--- src/hw/rtl/vtpd_pkg.sv ---
// Package for the vertex transform with perspective divide.
// Holds payload structs, widths, register indexes and the queue entry type.
// Depends on nothing.
package vtpd_pkg;

	localparam int CoordWidth = 32;
	localparam int FracBits   = 16;
	localparam int NumRegs    = 8;
	localparam int RegWidth   = 64;
	localparam int IdxWidth   = 3;
	// Accumulator: product 64 bits plus growth for four terms.
	localparam int AccWidth   = 2 * CoordWidth + 2;
	// Dividend magnitude width (|acc| shifted by the fraction bits).
	localparam int NumWidth   = AccWidth + FracBits;
	localparam int DenWidth   = AccWidth;
	localparam int QWidth     = NumWidth;

	typedef struct packed {
		logic signed [31:0] in_z;
		logic signed [31:0] in_y;
		logic signed [31:0] in_x;
	} in_item_t;

	typedef struct packed {
		logic               w_was_zero;
		logic signed [31:0] out_z;
		logic signed [31:0] out_y;
		logic signed [31:0] out_x;
	} out_item_t;

	// One classified item on its way from the front to the back part.
	typedef struct packed {
		logic                       wzero;
		logic [2:0]                 neg;
		logic [2:0][NumWidth-1:0]   num;
		logic [DenWidth-1:0]        den;
	} job_t;

	localparam logic [IdxWidth-1:0] RegRow0Cols01 = 3'd0;
	localparam logic [IdxWidth-1:0] RegRow0Cols23 = 3'd1;
	localparam logic [IdxWidth-1:0] RegRow1Cols01 = 3'd2;
	localparam logic [IdxWidth-1:0] RegRow1Cols23 = 3'd3;
	localparam logic [IdxWidth-1:0] RegRow2Cols01 = 3'd4;
	localparam logic [IdxWidth-1:0] RegRow2Cols23 = 3'd5;
	localparam logic [IdxWidth-1:0] RegRow3Cols01 = 3'd6;
	localparam logic [IdxWidth-1:0] RegRow3Cols23 = 3'd7;

	localparam logic [RegWidth-1:0] One = 64'd65536;
	localparam logic [RegWidth-1:0] OneHi = 64'd281474976710656;

	// Saturate a sign and magnitude to the signed coordinate range.
	function automatic logic [31:0] sat(input logic neg, input logic [QWidth-1:0] mag);
		logic [QWidth-1:0] lim;
		logic [QWidth-1:0] v;
		lim = QWidth'(1) << (CoordWidth - 1);
		if (neg) begin
			v = (mag > lim) ? lim : mag;
			v = QWidth'(0) - v;
		end else begin
			v = (mag > lim - QWidth'(1)) ? lim - QWidth'(1) : mag;
		end
		sat = v[31:0];
	endfunction

endpackage

--- src/hw/rtl/vtpd_queue.sv ---
// Short two-entry queue between the front and back parts.
// Uses vtpd_pkg for the job type.
module vtpd_queue (
	input  logic           clk,
	input  logic           arst_n,
	input  logic           wr_valid,
	output logic           wr_ready,
	input  vtpd_pkg::job_t wr_data,
	output logic           rd_valid,
	input  logic           rd_ready,
	output vtpd_pkg::job_t rd_data
);

	vtpd_pkg::job_t mem_q [2];
	logic           wp_q, rp_q;
	logic [1:0]     cnt_q;
	logic           wr, rd;

	assign wr_ready = (cnt_q != 2'd2);
	assign rd_valid = (cnt_q != 2'd0);
	assign rd_data  = mem_q[rp_q];
	assign wr = wr_valid && wr_ready;
	assign rd = rd_valid && rd_ready;

	// Pointers and fill count.
	always_ff @(posedge clk or negedge arst_n) begin
		if (!arst_n) begin
			wp_q  <= 1'b0;
			rp_q  <= 1'b0;
			cnt_q <= 2'd0;
		end else begin
			if (wr) wp_q <= !wp_q;
			if (rd) rp_q <= !rp_q;
			cnt_q <= cnt_q + 2'(wr) - 2'(rd);
		end
	end

	// Entry storage.
	always_ff @(posedge clk) begin
		if (wr) mem_q[wp_q] <= wr_data;
	end

endmodule

--- config.mk ---
export PLATFORM = sky130hd
export DESIGN_NAME = vtpd_queue
export DESIGN_NICKNAME = d
export VERILOG_FILES = /design/src/hw/rtl/vtpd_pkg.sv /design/src/hw/rtl/vtpd_queue.sv
export SDC_FILE = /design/constraint.sdc
export NUM_CORES = 1
export LEC_CHECK = 0
export BUFFER_PORTS_ARGS = -buffer_cell sky130_fd_sc_hd__buf_2
export CORE_AREA = 4 4 245 247
export DETAILED_ROUTE_END_ITERATION = 7
export DIE_AREA = 0 0 249 251
export RECOVER_POWER = 25
export SLEW_MARGIN = 5
export SYNTH_ARGS = -nofsm -noshare
export SYNTH_HDL_FRONTEND = slang
export SYNTH_SLANG_ARGS = --single-unit
export TNS_END_PERCENT = 5
--- constraint.sdc ---
create_clock -name clk -period 17.4 [get_ports clk]
set_input_delay 2.61 -clock clk [delete_from_list [all_inputs] [get_ports clk]]
set_output_delay 2.61 -clock clk [all_outputs]
set_load 0.005 [all_outputs]
==> flow_summary.toml, run 1 <==
[outcome]
status = "complete, no violations"

[setup_path]
crit_type = "reg -> out"
crit_family = "buffers and inverters"
cp-end-kind = "output port"
path_cells = "buf_4 -> buf_4 -> mux2_2 -> buf_2"
worst-path-buf-inv = 3
slowest_delay_ps = 940
crit_path_start_kind = "flip-flop"
arrival_ps = 3840
crit_top_cell = "buf_4"
required_ps = 14790
worstPathMaxFanout = 68
slowest_stage = "dfrtp_4"

[layout]
drive_gt1_share_pct = 56.3
nFillCells = 4791
design_area_sq_mm = 0.0296
area_delta_synth_final_pct = 25.7
final_net_count = 2007

[synth]
synth_area_sq_mm = 0.0235
synth_flop_cell = "edfxtp_1"
yosys.area.top_type = "edfxtp_1"
synthDominantCellAreaShare_pct = 80.7
synth.top_cells.by_area = "edfxtp_1 81%, mux2_2 8.9%, mux2_4 8.3%, buf_6 0.72%, dfrtp_1 0.43%"
yosysMostFrequentCell = "edfxtp_1"
synth-seq-cells = 636
avgSynthCellArea_sq_um = 23.4
yosysWarnings = 0
syn_nets = 1326
synth_edf_count = 632
syn_inst = 1005
async_flop_share_pct = 0.629
synth.distinct_cells = 20
seq_area_frac_synth_pct = 81.1
synthTopCellsByCount = "632 x edfxtp_1, 186 x mux2_2, 130 x mux2_4"

[timing]
hold_viol = 0
max_clock_freq_mhz = 155
worst_hold_slack_ps = 562
fin_crit_ps = 6450
setup-tns-final_ps = 0
rsz0062_at_grt = "no"
slew_violations = 0
fin_skew_ps = 8.29
finalCritPeriodShare_pct = 37.1
slew_headroom_pct = 21.1
report.final.setup_viol = 0
tightest_slew_ps = 1180

[clock_tree]
insertion_delay_ps = 570
clkTransAtPathRegs_ps = 60
clk_path_buf_depth = 3
h-tree-depth = 3
cts_buffers = 67
clock-root-buffer = "clkbuf_16"
post_cts_resized = 0
post-cts-setup-buffers = 0
cts_tree = "done"
ctsHoldBuffers = 0
cts_sinks = 636

[drt]
num_vias = 11900
drt-total-wl_um = 55500
top_layer_used = "met5"
drtAntennaViolNets = 0
wl_met1_um = 20300
wl_per_cell_um = 22.1
met3_length_um = 4380
drc = 0
routed_via_density = 4.73
route.met2.wl_um = 29200
dr.pass1.iters = 4
drt_iter0_markers = 659

[floorplan]
num_rows = 88
floorplan.initialDensity_pct = 40.8
ios = 638
die_y_um = 251
coreArea_sq_mm = 0.0576
chipWidth_um = 249
fp.dieArea_sq_mm = 0.0625

[global_routing]
grt_pass1_wl_um = 79500
grt_pass1_vias = 12500
grt_max_degree = 153
gr-total-overflow = 0
track_usage_pct = 17.0
antenna_found_initial = 21

[power]
powerDensity_mw_per_mm2 = 169
leakagePower_uw = 0.0111
peakVddDrop_v = 0.000112

[placement]
port_buffers = 637
place.gp.congestion = 0.806
dpl_cell_area_sq_mm = 0.0275
place_hpwl_um = 39400

[run]
max_cap_viol_count = 0

[min_path]
hold_class = "reg -> reg"
registers in the layout (all words and copies together) (netlist names):
name	count
mem_q	632
wp_q	1
rp_q	1
cnt_q	2
area by class of cell:
class	count	area (sq um)	area share [%]
tap	765	957	3.24
antenna	13	32.5	0.110
clock inverter	42	379	1.28
clock buffer	80	1750	5.91
multi-input combinational	334	4180	14.1
timing repair buffer	647	3180	10.8
sequential	636	19100	64.6
per-layer routing:
| metal | vias to the layer above | global-route usage (%) |
|---|---|---|
| met3 | 104 | 6.13 |
| met4 | 20 | 6.59 |
| met5 | - | 0 |
| li1 | 5431 | - |
| met2 | 398 | 30.0 |
| met1 | 5944 | 18.7 |
layout by cell type, fill, tap and decap left out:
cell type / netlist / final
bufinv_16: 0 / 6
mux2_2: 186 / 186
and3_4: 0 / 1
o21ba_2: 1 / 1
clkbuf_16: 0 / 68
buf_12: 0 / 2
clkinv_1: 0 / 15
inv_6: 0 / 6
a311oi_1: 1 / 1
mux2_4: 130 / 130
clkbuf_1: 0 / 96
clkinv_2: 0 / 13
nor4bb_1: 1 / 1
clkinv_4: 0 / 1
or2_2: 1 / 1
buf_2: 19 / 553
nand2b_1: 1 / 1
dfrtp_1: 4 / 3
ha_1: 1 / 1
nand3_1: 1 / 1
edfxtp_1: 632 / 632
nand2_1: 2 / 2
o21ai_0: 1 / 1
xnor2_1: 3 / 3
diode_2: 0 / 13
nor2b_1: 1 / 1
nor2_4: 0 / 1
nor2_1: 3 / 2
clkinv_8: 0 / 1
dfrtp_4: 0 / 1
buf_4: 1 / 8
worst paths after layout:
path / depth (start not counted) / slack (ps) / from / to
setup / recovery: 4 / 10950 / rp_q$_DFFE_PN0P_ / rd_data[5]
hold / removal: 1 / 560 / wp_q$_DFFE_PN0P_ / wp_q$_DFFE_PN0P_
setup reg to reg: 5 / 13130 / cnt_q[0]$_DFF_PN0_ / mem_q[1][190]$_DFFE_PP_
hold reg to reg: 1 / 560 / wp_q$_DFFE_PN0P_ / wp_q$_DFFE_PN0P_
max in group asynchronous: 1 / 15310 / arst_n / rp_q$_DFFE_PN0P_
min in group asynchronous: 1 / 1860 / arst_n / cnt_q[0]$_DFF_PN0_
report_power, final:
part	switching (uW)	total, uW	internal [uW]
Sequential	103	2200	2100
Combinational	709	1410	701
Clock	563	1370	810
per-stage QoR:
stage	setup WS, ps	cells	utilization (%)	power, uW
final	10950	2517	51.3	4980
after global routing	10720	2511	51.3	5230
after CTS	10860	2504	51.5	5070
after detailed placement	10830	2382	47.8	3680
after global placement	10840	2382	47.8	3660
after floorplan	635	1005	-	3230
cells by family after synthesis:
kind of cell | share of synthesized area [%]
flip-flops | 81.1
multiplexers | 17.2
buffers and inverters | 1.15
AND/OR/NAND/NOR | 0.250
AO/OA/AOI/OAI | 0.101
XOR/XNOR | 0.112
adder cells (fa/ha/maj) | 0.0532
Power figures use the tool's default switching activity.
==> run 2: changes to the inputs <==
Settings changed: CORE_AREA 4 4 245 247 to 4 4 243 245, DIE_AREA 0 0 249 251 to 0 0 247 249, PLACE_DENSITY set to 0.68.
Clock period 17.4 ns to 5.67 ns, I/O delays scaled along.
==> run 2 against run 1 <==
  * Flip-flop and latch count did not move
  * Cell count did not move
  * Critical path depth fell by 1
  * Worst setup slack got worse by 8800 ps
  * Routed wire length fell by 4.6%
  * Die area fell by 1.6%
  * Global-route usage fell by 0.47 points
==> flow_summary.toml, run 2 (synthesis gave the netlist of run 1 again) <==
[setup_path]
worstPathMaxFanout = 92
required_ps = 4820
cp-end-kind = "output port"
crit_type = "reg -> out"
arrival_ps = 2720
rr_startpoint = "cnt_q[0]$_DFF_PN0_"
r2r_cells = 4
timing.rr.end = "mem_q[0][198]$_DFFE_PP_"
crit_path_start_kind = "flip-flop"
r2r_setup_slack_ps = 3050

[layout]
finish.utilization_pct = 51.8
final_net_count = 2011
final_cells = 2517
final_cell_mix = "632 x edfxtp_1, 566 x buf_2, 186 x mux2_2"
area_delta_synth_final_pct = 25.8
largest_register = "mem_q"
top_regs = "mem_q: 632 flops, cnt_q: 2 flops"
largest_reg_flops = 632
design_area_sq_mm = 0.0296
layout_commonest_cell = "edfxtp_1"
drive_gt1_share_pct = 57.0

[global_routing]
grt_pass1_wl_um = 76200
antenna_found_initial = 14
gr-total-overflow = 0
grt_max_degree = 113
track_usage_pct = 16.5
grt_pass1_vias = 12700

[floorplan]
die_y_um = 249
ios = 638
floorplan.initialDensity_pct = 41.2
num_rows = 88
coreArea_sq_mm = 0.0571
fp.dieArea_sq_mm = 0.0615
chipWidth_um = 247

[drt]
num_vias = 12000
routed_via_density = 4.77
drt-total-wl_um = 53000
wl_per_cell_um = 21.1
drc = 0
drtAntennaViolNets = 0
dr.pass1.iters = 4
drt_iter0_markers = 689

[clock_tree]
cts_buffers = 67
cts_tree = "done"
clkTransAtPathRegs_ps = 50
clock-root-buffer = "clkbuf_16"
post-cts-setup-buffers = 0
post_cts_resized = 0
cts_sinks = 636
h-tree-depth = 3
ctsHoldBuffers = 0
clk_path_buf_depth = 3
insertion_delay_ps = 590

[timing]
max_clock_freq_mhz = 280
report.final.setup_viol = 0
tightest_slew_ps = 1000
worst_hold_slack_ps = 84.6
slew_violations = 0
rsz0062_at_grt = "no"
fin_skew_ps = 21.0
finalCritPeriodShare_pct = 63.0
fin_crit_ps = 3570
slew_headroom_pct = 32.9
hold_viol = 0

[power]
switching_power_uw = 4210
leakagePower_uw = 0.0112
seqPwrFrac_pct = 44.7
p_clk_share_pct = 26.4
pwr-share-comb_pct = 28.9
powerDensity_mw_per_mm2 = 509
swShare_pct = 28.0
peakVddDrop_v = 0.000458
intPower_uw = 10900

[outcome]
status = "complete, no violations"

[placement]
dpl_cell_area_sq_mm = 0.0276
place_inst = 2386
place_hpwl_um = 37400
port_buffers = 637
place.gp.congestion = 0.823

[min_path]
hold_class = "in -> async"

[run]
max_cap_viol_count = 0
==> run 2: critical path: stages, from the launching register on <==
cell	delay, ps
dfrtp_4	910
buf_12	460
mux2_2	410
buf_2	130
==> run 2: how the worst max path moves through the flow <==
stage / to / from / cells after the start
after detailed placement: mem_q[0][94]$_DFFE_PP_ / wr_valid / 4
after global placement: rd_data[128] / rp_q$_DFFE_PN0P_ / 3
after floorplan: mem_q[0][0]$_DFFE_PP_ / wr_valid / 2
final: rd_data[143] / rp_q$_DFFE_PN0P_ / 3
after CTS: rd_data[70] / rp_q$_DFFE_PN0P_ / 3
after global routing: rd_data[72] / rp_q$_DFFE_PN0P_ / 3
==> run 2: final cells by class <==
type                       instances  area (sq um)
antenna                           14          35.0
sequential                       636         19100
clock buffer                      80          1730
multi-input combinational        334          4200
timing repair buffer             651          3300
fill                            4668         27600
tap                              765           957
clock inverter                    37           285
==> run 2: power groups by stage <==
stage / sequential [uW] / combinational (uW) / clock [uW]
finish: 6730 / 4350 / 3990
global route: 6820 / 4660 / 4330
CTS: 6750 / 4450 / 4110
detailed placement: 6840 / 4430 / 0
global placement: 6790 / 4410 / 0
floorplan: 6860 / 2710 / 0
==> run 2: stage by stage <==
stage / setup TNS (ps) / setup slack (ps) / power [uW]
finish: 0 / 2100 / 15100
global route: 0 / 1960 / 15800
CTS: 0 / 2050 / 15300
detailed placement: 0 / 2670 / 11300
global placement: 0 / 2700 / 11200
floorplan: -98370 / -311 / 9570
==> run 2: per-layer routing <==
metal	track usage, %	part of all wire [%]	vias up
li1	-	-	5426
met5	0	0.025	-
met4	6.94	3.7	2
met2	29.7	53	466
met3	5.81	8.3	113
met1	17.4	35	6007
